### src/design/grmn_pkg.sv
`timescale 1ns / 1ps
`default_nettype none
package grmn_pkg;

  localparam int unsigned MAX_DIM_DEF   = 16;
  localparam int unsigned FRAC_BITS_DEF = 16;
  localparam int unsigned ELEM_W        = 18;
  localparam int unsigned SUM_W         = 22;
  localparam int unsigned DIM_REG_W     = 5;
  // widest column index over the whole parameter range (64 columns)
  localparam int unsigned IDX_MAX_W     = 6;

  localparam logic [SUM_W-1:0] SUM_MAX = {SUM_W{1'b1}};

  // configuration register indexes (bit 2 of the byte address)
  localparam logic REG_IN_DIM  = 1'b0;
  localparam logic REG_OUT_DIM = 1'b1;

  typedef enum logic [1:0] {
    OP_LOAD,
    OP_READ,
    OP_PROPOSE,
    OP_ACCEPT
  } op_e;

  typedef enum logic [1:0] {
    ST_OK,
    ST_RANGE,
    ST_NOCAND
  } status_e;

  typedef enum logic [2:0] {
    S_IDLE,
    S_LD_SUM,
    S_RD_WAIT,
    S_WALK,
    S_SCAN,
    S_ACC_COPY,
    S_DONE
  } state_e;

  // column step handed to the rotator
  typedef struct packed {
    logic                 valid;
    logic                 rotate;
    logic                 counted;
    logic [IDX_MAX_W-1:0] col;
  } rot_ctl_t;

  // rotated column pair coming back from the rotator
  typedef struct packed {
    logic                     valid;
    logic                     counted;
    logic [IDX_MAX_W-1:0]     col;
    logic signed [ELEM_W-1:0] r1;
    logic signed [ELEM_W-1:0] r2;
  } rot_res_t;

  // add an absolute value to a row sum, saturating
  function automatic logic [SUM_W-1:0] sat_add(input logic [SUM_W-1:0] s,
                                               input logic signed [ELEM_W-1:0] v);
    logic signed [ELEM_W:0] ext;
    logic [ELEM_W:0]        mag;
    logic [SUM_W:0]         t;
    ext = (ELEM_W+1)'(v);
    mag = ext[ELEM_W] ? (ELEM_W+1)'(-ext) : (ELEM_W+1)'(ext);
    t   = (SUM_W+1)'(s) + (SUM_W+1)'(mag);
    return (t > (SUM_W+1)'(SUM_MAX)) ? SUM_MAX : t[SUM_W-1:0];
  endfunction

endpackage
`default_nettype wire

### src/design/grmn_rotator.sv
`timescale 1ns / 1ps
`default_nettype none
module grmn_rotator
  import grmn_pkg::*;
#(
  parameter int unsigned FRAC_BITS = FRAC_BITS_DEF
) (
  input  wire logic                     clk_i,
  input  wire logic                     rst_ni,
  input  wire rot_ctl_t                 ctl_i,
  input  wire logic signed [ELEM_W-1:0] m1_i,
  input  wire logic signed [ELEM_W-1:0] m2_i,
  input  wire logic signed [ELEM_W-1:0] cos_i,
  input  wire logic signed [ELEM_W-1:0] sin_i,
  output rot_res_t                      res_o,
  output logic                          busy_o
);

  localparam int unsigned P_W = 2 * ELEM_W;
  localparam int unsigned D_W = P_W + 2;
  localparam logic signed [D_W-1:0] RND  = D_W'(1) << (FRAC_BITS - 1);
  localparam logic signed [D_W-1:0] EMAX = D_W'((2 ** (ELEM_W - 1)) - 1);
  localparam logic signed [D_W-1:0] EMIN = -EMAX - D_W'(1);

  rot_ctl_t                 ctl1_q, ctl2_q;
  logic signed [P_W-1:0]    cm1_q, sm2_q, sm1_q, cm2_q;
  logic signed [ELEM_W-1:0] m1_q, m2_q;
  logic signed [D_W-1:0]    v1, v2, q1, q2;
  logic signed [ELEM_W-1:0] r1, r2;

  // stage 1 lines up with the memory read data
  always_ff @(posedge clk_i or negedge rst_ni) begin
    if (!rst_ni) begin
      ctl1_q <= '0;
      ctl2_q <= '0;
    end else begin
      ctl1_q <= ctl_i;
      ctl2_q <= ctl1_q;
    end
  end

  always_ff @(posedge clk_i) begin
    cm1_q <= P_W'(cos_i) * P_W'(m1_i);
    sm2_q <= P_W'(sin_i) * P_W'(m2_i);
    sm1_q <= P_W'(sin_i) * P_W'(m1_i);
    cm2_q <= P_W'(cos_i) * P_W'(m2_i);
    m1_q  <= m1_i;
    m2_q  <= m2_i;
  end

  // round half up, floor shift, saturate to the element range
  always_comb begin
    v1 = D_W'(cm1_q) - D_W'(sm2_q) + RND;
    v2 = D_W'(sm1_q) + D_W'(cm2_q) + RND;
    q1 = v1 >>> FRAC_BITS;
    q2 = v2 >>> FRAC_BITS;
    r1 = (q1 > EMAX) ? ELEM_W'(EMAX) : ((q1 < EMIN) ? ELEM_W'(EMIN) : ELEM_W'(q1));
    r2 = (q2 > EMAX) ? ELEM_W'(EMAX) : ((q2 < EMIN) ? ELEM_W'(EMIN) : ELEM_W'(q2));
  end

  assign res_o.valid   = ctl2_q.valid;
  assign res_o.counted = ctl2_q.counted;
  assign res_o.col     = ctl2_q.col;
  assign res_o.r1      = ctl2_q.rotate ? r1 : m1_q;
  assign res_o.r2      = ctl2_q.rotate ? r2 : m2_q;
  assign busy_o        = ctl1_q.valid | ctl2_q.valid;

endmodule
`default_nettype wire

### config.mk
export PLATFORM = sky130hd
export DESIGN_NAME = grmn_rotator
export DESIGN_NICKNAME = d
export VERILOG_FILES = /design/src/design/grmn_pkg.sv /design/src/design/grmn_rotator.sv
export SDC_FILE = /design/constraint.sdc
export NUM_CORES = 2
export LEC_CHECK = 0
export BUFFER_PORTS_ARGS = -buffer_cell sky130_fd_sc_hd__buf_4
export CAP_MARGIN = 0
export CORE_MARGIN = 4
export CORE_UTILIZATION = 60
export DETAILED_ROUTE_END_ITERATION = 10
export PLACE_DENSITY = 0.88
export SYNTH_ARGS = -nofsm -noshare
export SYNTH_HDL_FRONTEND = slang
export SYNTH_SLANG_ARGS = --single-unit
### constraint.sdc
create_clock -name clk_i -period 6.1 [get_ports clk_i]
set_clock_uncertainty 0.15 [all_clocks]
set_input_delay 0.915 -clock clk_i [delete_from_list [all_inputs] [get_ports clk_i]]
set_output_delay 0.915 -clock clk_i [all_outputs]
set_load 0.01 [all_outputs]
==> metrics.txt <==
R2R depth=0; gpl congestion=about 0.95; Worst-Skew Late Latency=0.57 ns; # DRC=49; root buf cell=clkbuf_16; final net count=8736; overall die height=315 um; top post-synthesis cells by count=1573 x inv_1, 1316 x fa_1, 659 x and2_1; dpl hpwl=~140000 um; clock sinks=198; crit path kind=in2reg; Mapped Area=between 50000 and 60000 sq um; final instance area=roughly 70000 sq um; Max-Cap Viols=0; top cell type's share of synthesized area=0.464; syn avg cell area=9.23 sq um; Finished Core Util=0.737; final worst path period share=1.18; crit path DAT=~7.6 ns; Hold Buf Count CTS=0; Vias=slightly above 50000; failing checks=design-rule violations, negative setup slack; Mapped Cells=6144; Yosys Warn Count=0; syn nets=8055; critical-path maximum fanout=11; Slew Limit Fails=0; setup TNS=-42.63 ns; gr usage total=0.396; setup ws final=-1.11 ns; Placement Cell Area=about 64000 sq um; Slew @ Worst Pin=between 1 and 1.5 ns; Req. time, crit path=around 6.5 ns; register area share after synthesis=0.0715; largest net degree at the start of global routing=47; Worst setup EP type=register; first-pass GRT wire length=298000 um; largest area contributor in the netlist=fa_1; Final min period=around 7.2 ns; Synth cell types=78; count leader, synth=inv_1; RSZ-0062 raised after global routing=true; top_reg_cell synth=dfxtp_1; htree depth=4; post-DR wirelength/cell=around 28 um; Core ar.=93600 sq um; Max Clk Rate=0.139 GHz; final setup violation count=just over 100; Routed Antenna Nets=0; total gr overflow=0; Startpoint Class=input port; number of global-route vias before repair=54600; final hold slack=about 0.037 ns; final wirelength=roughly 220000 um; HP Class=in2async; Filler Cell Count=5324; layout cell share with drive strength beyond 1=0.216; die area=roughly 100000 sq um; Cell Rows=112; CTS max path bufs=2; synthesized flop and latch total=198; PortBufs=approximately 130; outcome=finished, violations left; top cells by area, synth=fa_1 46%, ha_1 11%, inv_1 10%, and2_1 7.3%, dfxtp_1 6.4%; cts bufs inserted=17; max_slew headroom=0.154; Reg clk slew, reported paths=0.10 ns; Via-to-Cell Ratio=around 6.3; CTS tree=yes; EDFF count, synth=0; Initial Utilization=0.606; ys async rst share=0.0909; Final Hold Fails=0; Layout area overhead=21.6%; DR iter-0 viols=approximately 7600; Die Wd=~320 um; IO Count=roughly 130; First-pass DRT Iterations=11; initial antenna violation count=30
-- logic make-up after synthesis --
family / synth area share
AOI/OAI and AO/OA: 0.0537
xor gates and xnor gates: 0.0286
adders and majority gates: 0.577
buffers and inverters: 0.125
DFF: 0.0715
muxes: 0.000199
and+or+nand+nor: 0.144
-- placed cells by master (no fill, tap or decap), drive strengths merged, types with 17 or more instances in the layout --
master,n
dfrtp,18
xor2,41
ha,512
o21a,18
buf,933
dfxtp,180
a21o,63
nor2,146
a21oi,138
nand2,641
fa,1316
nand4,18
xnor2,144
o21bai,22
o21ai,79
and2,660
diode,23
nand2b,39
nor2b,18
o221ai,17
nor3,27
nand3,29
inv,1579
clkbuf,26
-- registers in the layout, summed over array words and instances (netlist names), 8 cells and up --
signal  flops
ctl1_q      9
res_o       8
sm2_q      36
m1_q       18
sm1_q      36
m2_q       18
cm2_q      36
cm1_q      36
-- final cells by class --
type	count	area [sq um]	area share
Multi-Input combinational cell	4087	47700	0.691
Sequential cell	198	4060	0.0588
Inverter	1573	5910	0.0857
Clock inverter	12	153	0.00221
Timing Repair Buffer	948	9130	0.132
Clock buffer	19	454	0.00658
Tap cell	1254	1570	0.0227
Antenna cell	23	57.6	0.000834
-- through the flow --
stage	cells	setup slack, ns
after floorplan	6144	-0.648
after global placement	7920	-1.12
after detailed placement	7920	-1.44
after CTS	8026	-0.431
after global routing	8097	-1.17
final	8114	-1.11
-- repair_timing --
action / CTS / global route
pin swaps: 178 / 210
buffers inserted: 63 / 69
endpoints found under the hold margin: 0 / 0
gates cloned: 14 / 7
endpoints found under the setup margin: 57 / 99
gates resized for setup: 340 / 347
-- layer usage --
metal | share of wire | up-vias | global-route usage
li1 | - | 19400 | -
met1 | 0.29 | 24500 | 0.445
met2 | 0.42 | 5080 | 0.615
met3 | 0.16 | 2386 | 0.121
met4 | 0.13 | 32 | 0.344
met5 | 0.0037 | - | 0.00193
-- worst max-delay path, cell delays in order --
cell and delay (ns):
buf_6 0.25, buf_4 0.36, nand2_1 0.18, fa_1 0.44, inv_1 0.37, fa_2 0.56, inv_1 0.11, fa_1 0.44
inv_1 0.12, fa_1 0.43, fa_1 0.50, inv_1 0.05, fa_1 0.49, inv_1 0.07, ha_2 0.19, a211oi_2 0.25
inv_2 0.09, o22a_1 0.23, o31ai_4 0.11, o311ai_2 0.14, buf_4 0.19, nand4_1 0.17, nand3_2 0.14, a311o_1 0.40
a21oi_2 0.19, xnor2_2 0.13
-- worst paths after layout --
check                           slack [ns]        end       from
worst max-delay path                 -1.11  cm1_q[35]   m1_i[12]
worst min-delay path                  0.04  res_o[39]     rst_ni
worst max register to register        5.44  res_o[39]  ctl1_q[3]
worst min register to register        0.21  res_o[41]  ctl1_q[5]
max in group asynchronous             5.54  ctl2_q[7]     rst_ni
min in group clk_i                    0.21  res_o[41]  ctl1_q[5]
Power is left out: the tool's default activity adds up to more than one toggle a clock period on the data nets, which glitch-free logic cannot reach.
