<file path="config.mk">
export PLATFORM = sky130hd
export DESIGN_NAME = grmn_cand_ram
export DESIGN_NICKNAME = d
export VERILOG_FILES = /design/src/design/grmn_pkg.sv /design/src/design/grmn_cand_ram.sv
export SDC_FILE = /design/constraint.sdc
export NUM_CORES = 1
export LEC_CHECK = 0
export BUFFER_PORTS_ARGS = -buffer_cell sky130_fd_sc_hd__buf_2
export CAP_MARGIN = 10
export CORE_MARGIN = 2
export CORE_UTILIZATION = 55
export CTS_CLUSTER_DIAMETER = 200
export DETAILED_ROUTE_END_ITERATION = 10
export GPL_TIMING_DRIVEN = 0
export PLACE_DENSITY_LB_ADDON = 0.3
export RECOVER_POWER = 25
export SYNTH_ARGS = -nofsm -noshare
export SYNTH_HDL_FRONTEND = slang
export SYNTH_SLANG_ARGS = --single-unit
</file>
<file path="constraint.sdc">
create_clock -name clk_i -period 3.93 [get_ports clk_i]
set_input_delay 0.5895 -clock clk_i [delete_from_list [all_inputs] [get_ports clk_i]]
set_output_delay 0.5895 -clock clk_i [all_outputs]
set_load 0.03 [all_outputs]
</file>
<file path="src/design/grmn_pkg.sv">
`timescale 1ns / 1ps
`default_nettype none
package grmn_pkg;

  localparam int unsigned MAX_DIM_DEF   = 16;
  localparam int unsigned FRAC_BITS_DEF = 16;
  localparam int unsigned ELEM_W        = 18;
  localparam int unsigned SUM_W         = 22;
  localparam int unsigned DIM_REG_W     = 5;
  // widest column index over the whole parameter range (64 columns)
  localparam int unsigned IDX_MAX_W     = 6;

  localparam logic [SUM_W-1:0] SUM_MAX = {SUM_W{1'b1}};

  // configuration register indexes (bit 2 of the byte address)
  localparam logic REG_IN_DIM  = 1'b0;
  localparam logic REG_OUT_DIM = 1'b1;

  typedef enum logic [1:0] {
    OP_LOAD,
    OP_READ,
    OP_PROPOSE,
    OP_ACCEPT
  } op_e;

  typedef enum logic [1:0] {
    ST_OK,
    ST_RANGE,
    ST_NOCAND
  } status_e;

  typedef enum logic [2:0] {
    S_IDLE,
    S_LD_SUM,
    S_RD_WAIT,
    S_WALK,
    S_SCAN,
    S_ACC_COPY,
    S_DONE
  } state_e;

  // column step handed to the rotator
  typedef struct packed {
    logic                 valid;
    logic                 rotate;
    logic                 counted;
    logic [IDX_MAX_W-1:0] col;
  } rot_ctl_t;

  // rotated column pair coming back from the rotator
  typedef struct packed {
    logic                     valid;
    logic                     counted;
    logic [IDX_MAX_W-1:0]     col;
    logic signed [ELEM_W-1:0] r1;
    logic signed [ELEM_W-1:0] r2;
  } rot_res_t;

  // add an absolute value to a row sum, saturating
  function automatic logic [SUM_W-1:0] sat_add(input logic [SUM_W-1:0] s,
                                               input logic signed [ELEM_W-1:0] v);
    logic signed [ELEM_W:0] ext;
    logic [ELEM_W:0]        mag;
    logic [SUM_W:0]         t;
    ext = (ELEM_W+1)'(v);
    mag = ext[ELEM_W] ? (ELEM_W+1)'(-ext) : (ELEM_W+1)'(ext);
    t   = (SUM_W+1)'(s) + (SUM_W+1)'(mag);
    return (t > (SUM_W+1)'(SUM_MAX)) ? SUM_MAX : t[SUM_W-1:0];
  endfunction

endpackage
`default_nettype wire

</file>
<file path="src/design/grmn_cand_ram.sv">
`timescale 1ns / 1ps
`default_nettype none
module grmn_cand_ram
  import grmn_pkg::*;
#(
  parameter int unsigned MAX_DIM = MAX_DIM_DEF
) (
  input  wire logic                         clk_i,
  input  wire logic                         we_i,
  input  wire logic [$clog2(MAX_DIM)-1:0]   waddr_i,
  input  wire logic [2*ELEM_W-1:0]          wdata_i,
  input  wire logic [$clog2(MAX_DIM)-1:0]   raddr_i,
  output logic [2*ELEM_W-1:0]               rdata_o
);

  // one entry per column: second row in the upper half
  logic [2*ELEM_W-1:0] mem [MAX_DIM];

  always_ff @(posedge clk_i) begin
    if (we_i) begin
      mem[waddr_i] <= wdata_i;
    end
  end

  always_ff @(posedge clk_i) begin
    rdata_o <= mem[raddr_i];
  end

endmodule
`default_nettype wire

</file>
==> impl_metrics.py, run 1 <==
metrics = {
    "critical_path": {
        "cp.arrival_ns": 2.38,
        "worstSetupEndpointType": "flop",
        "crit_fanout": 9,
        "crit_type": "input pin to flop",
        "start_kind": "input pin",
        "critPathRequiredTime_ns": 4.23,
    },
    "cells_and_area": {
        "nets": 1150,
        "register_area_sq_um": 18000,
        "layoutNonFillerInstCount": 1679,
        "final_common_cell": "edfxtp_1",
        "layout_common_cells": "edfxtp_1 (576), mux4_2 (144), a22oi_1 (72), buf_2 (70), clkbuf_16 (61)",
        "final_layout_size_suffix_gt1_share_pct": 31.2,
        "multi_input_area_sq_um": 4170,
        "fillerInstances": 2509,
        "syn_to_final_growth_pct": 16.1,
        "fin_util_pct": 64.9,
    },
    "floorplanning": {
        "start_util_pct": 55.9,
        "pin_count": 82,
        "die_width_um": 205,
        "rows": 73,
        "fp.dieArea_sq_um": 42200,
        "fp.dieH_um": 205,
        "core_area_sq_um": 39900,
    },
    "synthesis": {
        "seq_area_frac_synth_pct": 80.7,
        "yosys_warnings": 0,
        "synth_area_sq_um": 22300,
        "syn_nets": 984,
        "yosys-top-cells-area": "edfxtp_1 (77%), mux4_2 (15%), dfxtp_1 (3.2%)",
        "synth-seq-cells": 612,
        "netlist_instances": 938,
        "synth_cell_types": 18,
        "synth_top_area_share_pct": 77.5,
        "syn_avg_cell_area_sq_um": 23.8,
        "synth_top_cell_by_area": "edfxtp_1",
    },
    "routing": {
        "topRoutingLayerUsed": "met5",
        "avgViaCountPerCell": 6.12,
        "finalWirelength_mm": 45.8,
        "vias": 10300,
        "drtIter0Drc": 994,
        "drc_errors": 0,
        "first_pass_iters": 5,
        "wl_met2_mm": 22.2,
        "antenna_left": 0,
        "wl_per_cell_um": 27.3,
        "wl_met1_mm": 19.4,
        "wl_met3_mm": 3.19,
    },
    "sta": {
        "skew_ns": 0.0136,
        "post-route-period-util_pct": 52.8,
        "setup_viol": 0,
        "slew_headroom_pct": 40.2,
        "layout_min_cycle_time_ns": 2.07,
        "rsz0062_at_grt": "false",
        "fmax_mhz": 482,
        "final-hold-violation-count": 0,
        "maxSlewViolCount": 0,
        "setup_ws_ns": 1.86,
        "finalHoldWorstSlack_ns": 0.378,
        "worstMarginPinSlew_ns": 0.894,
    },
    "place": {
        "hpwl_mm": 27.9,
        "routabilityCongestion": 0.699,
        "dp_slack_ns": 1.21,
        "port-buffer-count": 79,
        "placedCellCount": 1569,
    },
    "power": {
        "power.density_nw_per_um2": 537,
        "total_leakage_power_nw": 8.35,
        "irDropWorstVdd_v": 0.000408,
    },
    "grt": {
        "antenna_found_initial": 2,
        "grt_pass1_vias": 10700,
        "gr-total-overflow": 0,
        "grt_max_degree": 25,
        "track_usage_pct": 22.7,
        "grt_pass1_wl_mm": 68.5,
    },
    "clocking": {
        "cts_tree": "built",
        "clkSinkCount": 612,
        "root_buffer": "clkbuf_16",
        "cts_buffer_depth": 3,
        "holdBufCountCts": 0,
        "clk_latency_ns": 0.60,
        "cts_made_buffers": 58,
        "clk_pin_slew_ns": 0.07,
        "cts_resized": 0,
        "post-cts-setup-buffer-count": 0,
        "htreeDepth": 2,
    },
    "status": {
        "status": "finished, final reports clean",
    },
    "run": {
        "max_cap_violations": 0,
    },
    "min_path": {
        "hold_path_class": "input pin to flop",
    },
}
[metrics by stage]
| step | power (mW) | instance area, sq um | TNS, ns |
|---|---|---|---|
| final | 13.9 | 25900 | 0 |
| after CTS | 14.0 | 25900 | 0 |
| after floorplan | 7.91 | 22300 | 0 |
| after global routing | 14.3 | 25900 | 0 |
| after detailed placement | 8.22 | 23900 | 0 |
| after global placement | 8.18 | 23400 | -600.30 |
[power by group]
| part | switching, mW | total (mW) | internal [mW] |
|---|---|---|---|
| clock network | 2.34 | 5.84 | 3.50 |
| logic | 0.465 | 0.735 | 0.270 |
| registers | 0.0377 | 7.33 | 7.30 |
| total | 2.84 | 13.9 | 11.1 |
[routing by layer]
metal  vias up  global-route usage (%)
met5         -                       0
li1       4348                       -
met2       411                    35.5
met1      5422                    33.8
met4         2                    6.55
met3        85                    3.67
[sequential cells by signal, indices dropped and copies added, names as in the netlist]
signal and cells:
mem 576, rdata_o 36
[critical path, cell delays in order]
cell and delay, ns:
buf_2 0.10, nand3_1 0.31, nor3_2 0.76, buf_6 0.26
buf_6 0.18, buf_6 0.15
[cells in the mapped netlist, drive strengths merged]
library cell    n
nor2b           2
nor3            4
nand2b          2
dfxtp          36
nor2           13
a22oi          72
nand2          37
or3b            1
buf            26
clkbuf         21
nand3b          2
edfxtp        576
nand3           1
mux4          144
and2            1
[final cells by class]
class	count	share of cell area, %
clock inverter	35	1.54
multi-input combinational	279	16.1
timing repair buffer	106	3.07
antenna	1	0.00966
tap	525	2.53
buffer	47	0.970
sequential	612	69.5
clock buffer	74	6.27
[cell families after synthesis]
logic type | Yosys count | share of synthesized area, %
DFF | 612 | 80.7
muxes | 144 | 14.5
AOI/OAI and AO/OA | 72 | 2.42
buffers and inverters | 47 | 1.13
and+or+nand+nor | 63 | 1.20
[path summary, 6_finish.rpt]
path,cells after the start,endpoint,slack [ns],startpoint
max,6,mem[12][9]$_DFFE_PP_,1.86,we_i
max reg2reg,3,rdata_o[7]$_DFF_P_,2.52,mem[8][7]$_DFFE_PP_
min reg2reg,3,rdata_o[10]$_DFF_P_,0.67,mem[6][10]$_DFFE_PP_
min,1,mem[13][16]$_DFFE_PP_,0.38,wdata_i[16]
Power figures use the tool's default switching activity.
==> run 2, diff against run 1 <==
- CORE_UTILIZATION: 55 -> 61
- clock period: 3.93 -> 2.1 ns (I/O delays scaled with it)
==> run 2 against run 1 <==
Clock-buffer cell count is 9 lower. Hold slack worse by 0.27 ns. Non-clock buffer count is 7 lower. Via count is 2.3% higher. Die area is 9.7% lower. Wire length is 2.1% higher. Clock power is 78% higher. Register-to-register slack worse by 1.8 ns. Critical path type unchanged.
==> impl_metrics.py, run 2 (synthesis results as in run 1) <==
metrics = {
    "status": {
        "status": "finished, final reports clean",
    },
    "place": {
        "placedCellCount": 1505,
        "port-buffer-count": 79,
        "hpwl_mm": 27.9,
        "dpl-instance-area_sq_um": 23900,
        "dp_slack_ns": -0.422,
        "routabilityCongestion": 0.716,
    },
    "sta": {
        "setup_viol": 0,
        "maxSlewViolCount": 0,
        "setup_ws_ns": 0.199,
        "slew_headroom_pct": 35.5,
        "post-route-period-util_pct": 90.5,
        "fmax_mhz": 526,
        "rsz0062_at_grt": "false",
        "fin_setup_tns_ns": 0,
        "final-hold-violation-count": 0,
        "worstMarginPinSlew_ns": 0.964,
        "skew_ns": 0.0141,
        "layout_min_cycle_time_ns": 1.90,
    },
    "power": {
        "pwr-share-comb_pct": 5.5,
        "switchingPower_mw": 5.25,
        "power.share.clock_pct": 40.8,
        "internal_power_mw": 20.3,
        "power.density_nw_per_um2": 990,
        "sw_frac_of_total_pct": 20.6,
        "pwr-share-seq_pct": 53.8,
        "total_leakage_power_nw": 8.28,
        "irDropWorstVdd_v": 0.000761,
    },
    "grt": {
        "grt_pass1_vias": 10900,
        "gr-total-overflow": 0,
        "antenna_found_initial": 2,
        "grt_max_degree": 26,
        "track_usage_pct": 25.4,
        "grt_pass1_wl_mm": 69.1,
    },
    "clocking": {
        "clkSinkCount": 612,
        "clk_pin_slew_ns": 0.06,
        "cts_made_buffers": 57,
        "clk_latency_ns": 0.59,
        "htreeDepth": 2,
        "cts_resized": 0,
        "cts_tree": "built",
        "holdBufCountCts": 0,
        "root_buffer": "clkbuf_16",
        "post-cts-setup-buffer-count": 0,
        "cts_buffer_depth": 3,
    },
    "routing": {
        "avgViaCountPerCell": 6.52,
        "wl_per_cell_um": 29.0,
        "drc_errors": 0,
        "drtIter0Drc": 1346,
        "vias": 10500,
        "antenna_left": 0,
        "first_pass_iters": 5,
        "finalWirelength_mm": 46.8,
    },
    "critical_path": {
        "crit_type": "input pin to flop",
        "crit_path_cell_trace": "buf_2, buf_4, clkbuf_1, mux4_2, a22oi_1, nand2_1",
        "crit_fanout": 10,
        "start_kind": "input pin",
        "worstSetupEndpointType": "flop",
        "r2r_end": "rdata_o[24]$_DFF_P_",
        "r2r_cells": 3,
        "worst_path_max_delay_cell": "clkbuf_1",
        "critPathRequiredTime_ns": 2.53,
        "max_stage_delay_ns": 0.62,
        "rrSetupSlack_ns": 0.68,
        "reg2reg_from": "mem[3][24]$_DFFE_PP_",
        "cp.arrival_ns": 2.33,
    },
    "floorplanning": {
        "fp.dieH_um": 195,
        "die_width_um": 195,
        "start_util_pct": 61.4,
        "pin_count": 82,
        "core_area_sq_um": 36300,
        "rows": 70,
        "fp.dieArea_sq_um": 38100,
    },
    "min_path": {
        "holdPathEnd": "mem[1][4]$_DFFE_PP_",
        "hold_path_class": "input pin to flop",
        "min_path_cells": 1,
        "hold_start": "wdata_i[4]",
    },
    "cells_and_area": {
        "syn_to_final_growth_pct": 15.5,
        "design_area_sq_um": 25800,
        "largest_reg_flops": 576,
        "largest_register": "mem",
        "final_layout_size_suffix_gt1_share_pct": 29.9,
        "fin_util_pct": 70.9,
        "layout_common_cells": "edfxtp_1 (576), mux4_2 (144), a22oi_1 (72), buf_2 (70), clkbuf_16 (57)",
        "final_common_cell": "edfxtp_1",
        "nets": 1142,
        "top_regs": "mem x576, rdata_o x36",
        "layoutNonFillerInstCount": 1611,
    },
    "run": {
        "max_cap_violations": 0,
    },
}
## run 2: cell types whose count changed in the layout (fill, tap and decap cells not counted), moves of 3 or more
| cell | delta |
|---|---|
| clkinv_1 | +8 |
| buf_12 | -4 |
| nor3_2 | -3 |
| clkinv_2 | -7 |
| inv_6 | +3 |
| clkbuf_16 | -4 |
| clkbuf_8 | -4 |
| nor3_4 | +3 |
| buf_6 | -11 |
| buf_16 | +10 |
## run 2: worst max-delay path by stage
stage	slack, ns	depth (start not counted)	from	end
finish	0.20	6	raddr_i[1]	rdata_o[24]$_DFF_P_
global route	0.17	6	raddr_i[1]	rdata_o[24]$_DFF_P_
CTS	0.23	6	raddr_i[1]	rdata_o[24]$_DFF_P_
detailed placement	-0.42	6	raddr_i[1]	rdata_o[24]$_DFF_P_
global placement	-2.36	3	waddr_i[1]	mem[13][12]$_DFFE_PP_
floorplan	-0.42	2	waddr_i[2]	mem[10][0]$_DFFE_PP_
## run 2: through the flow
step                hold slack, ns  power (mW)
detailed placement           0.662        15.4
finish                       0.110        25.5
CTS                         0.0649        25.7
global placement             0.653        15.3
floorplan                    0.414        14.8
global route                 0.109        26.2
## run 2: worst max-delay path, delay by kind of cell
kind / cells / cell delay (ns)
compound gates: 1 / 0.19
buf+inv: 3 / 1.23
mux: 1 / 0.42
simple gates: 1 / 0.17
## run 2: cell type report
class,instances,area (sq um)
Tap cell,468,586
Antenna cell,1,2.50
Sequential cell,612,18000
Timing Repair Buffer,99,843
Multi-Input combinational cell,279,4190
Fill cell,2046,10600
Clock buffer,65,1470
Clock inverter,40,427
Buffer,47,251
## run 2: routing by layer
layer	routed length [um]	global-route usage, %	up-vias
li1	-	-	4334
met1	18500	36.7	5524
met2	23000	40.4	563
met3	3960	4.40	86
met4	1270	8.74	0
met5	0	0	-
## run 2: power groups by stage
stage | combinational [mW] | clock, mW | sequential, mW
CTS | 1.41 | 10.6 | 13.7
global placement | 1.32 | 0 | 14.0
detailed placement | 1.40 | 0 | 14.0
floorplan | 0.657 | 0 | 14.1
finish | 1.39 | 10.4 | 13.7
global route | 1.49 | 11.0 | 13.7
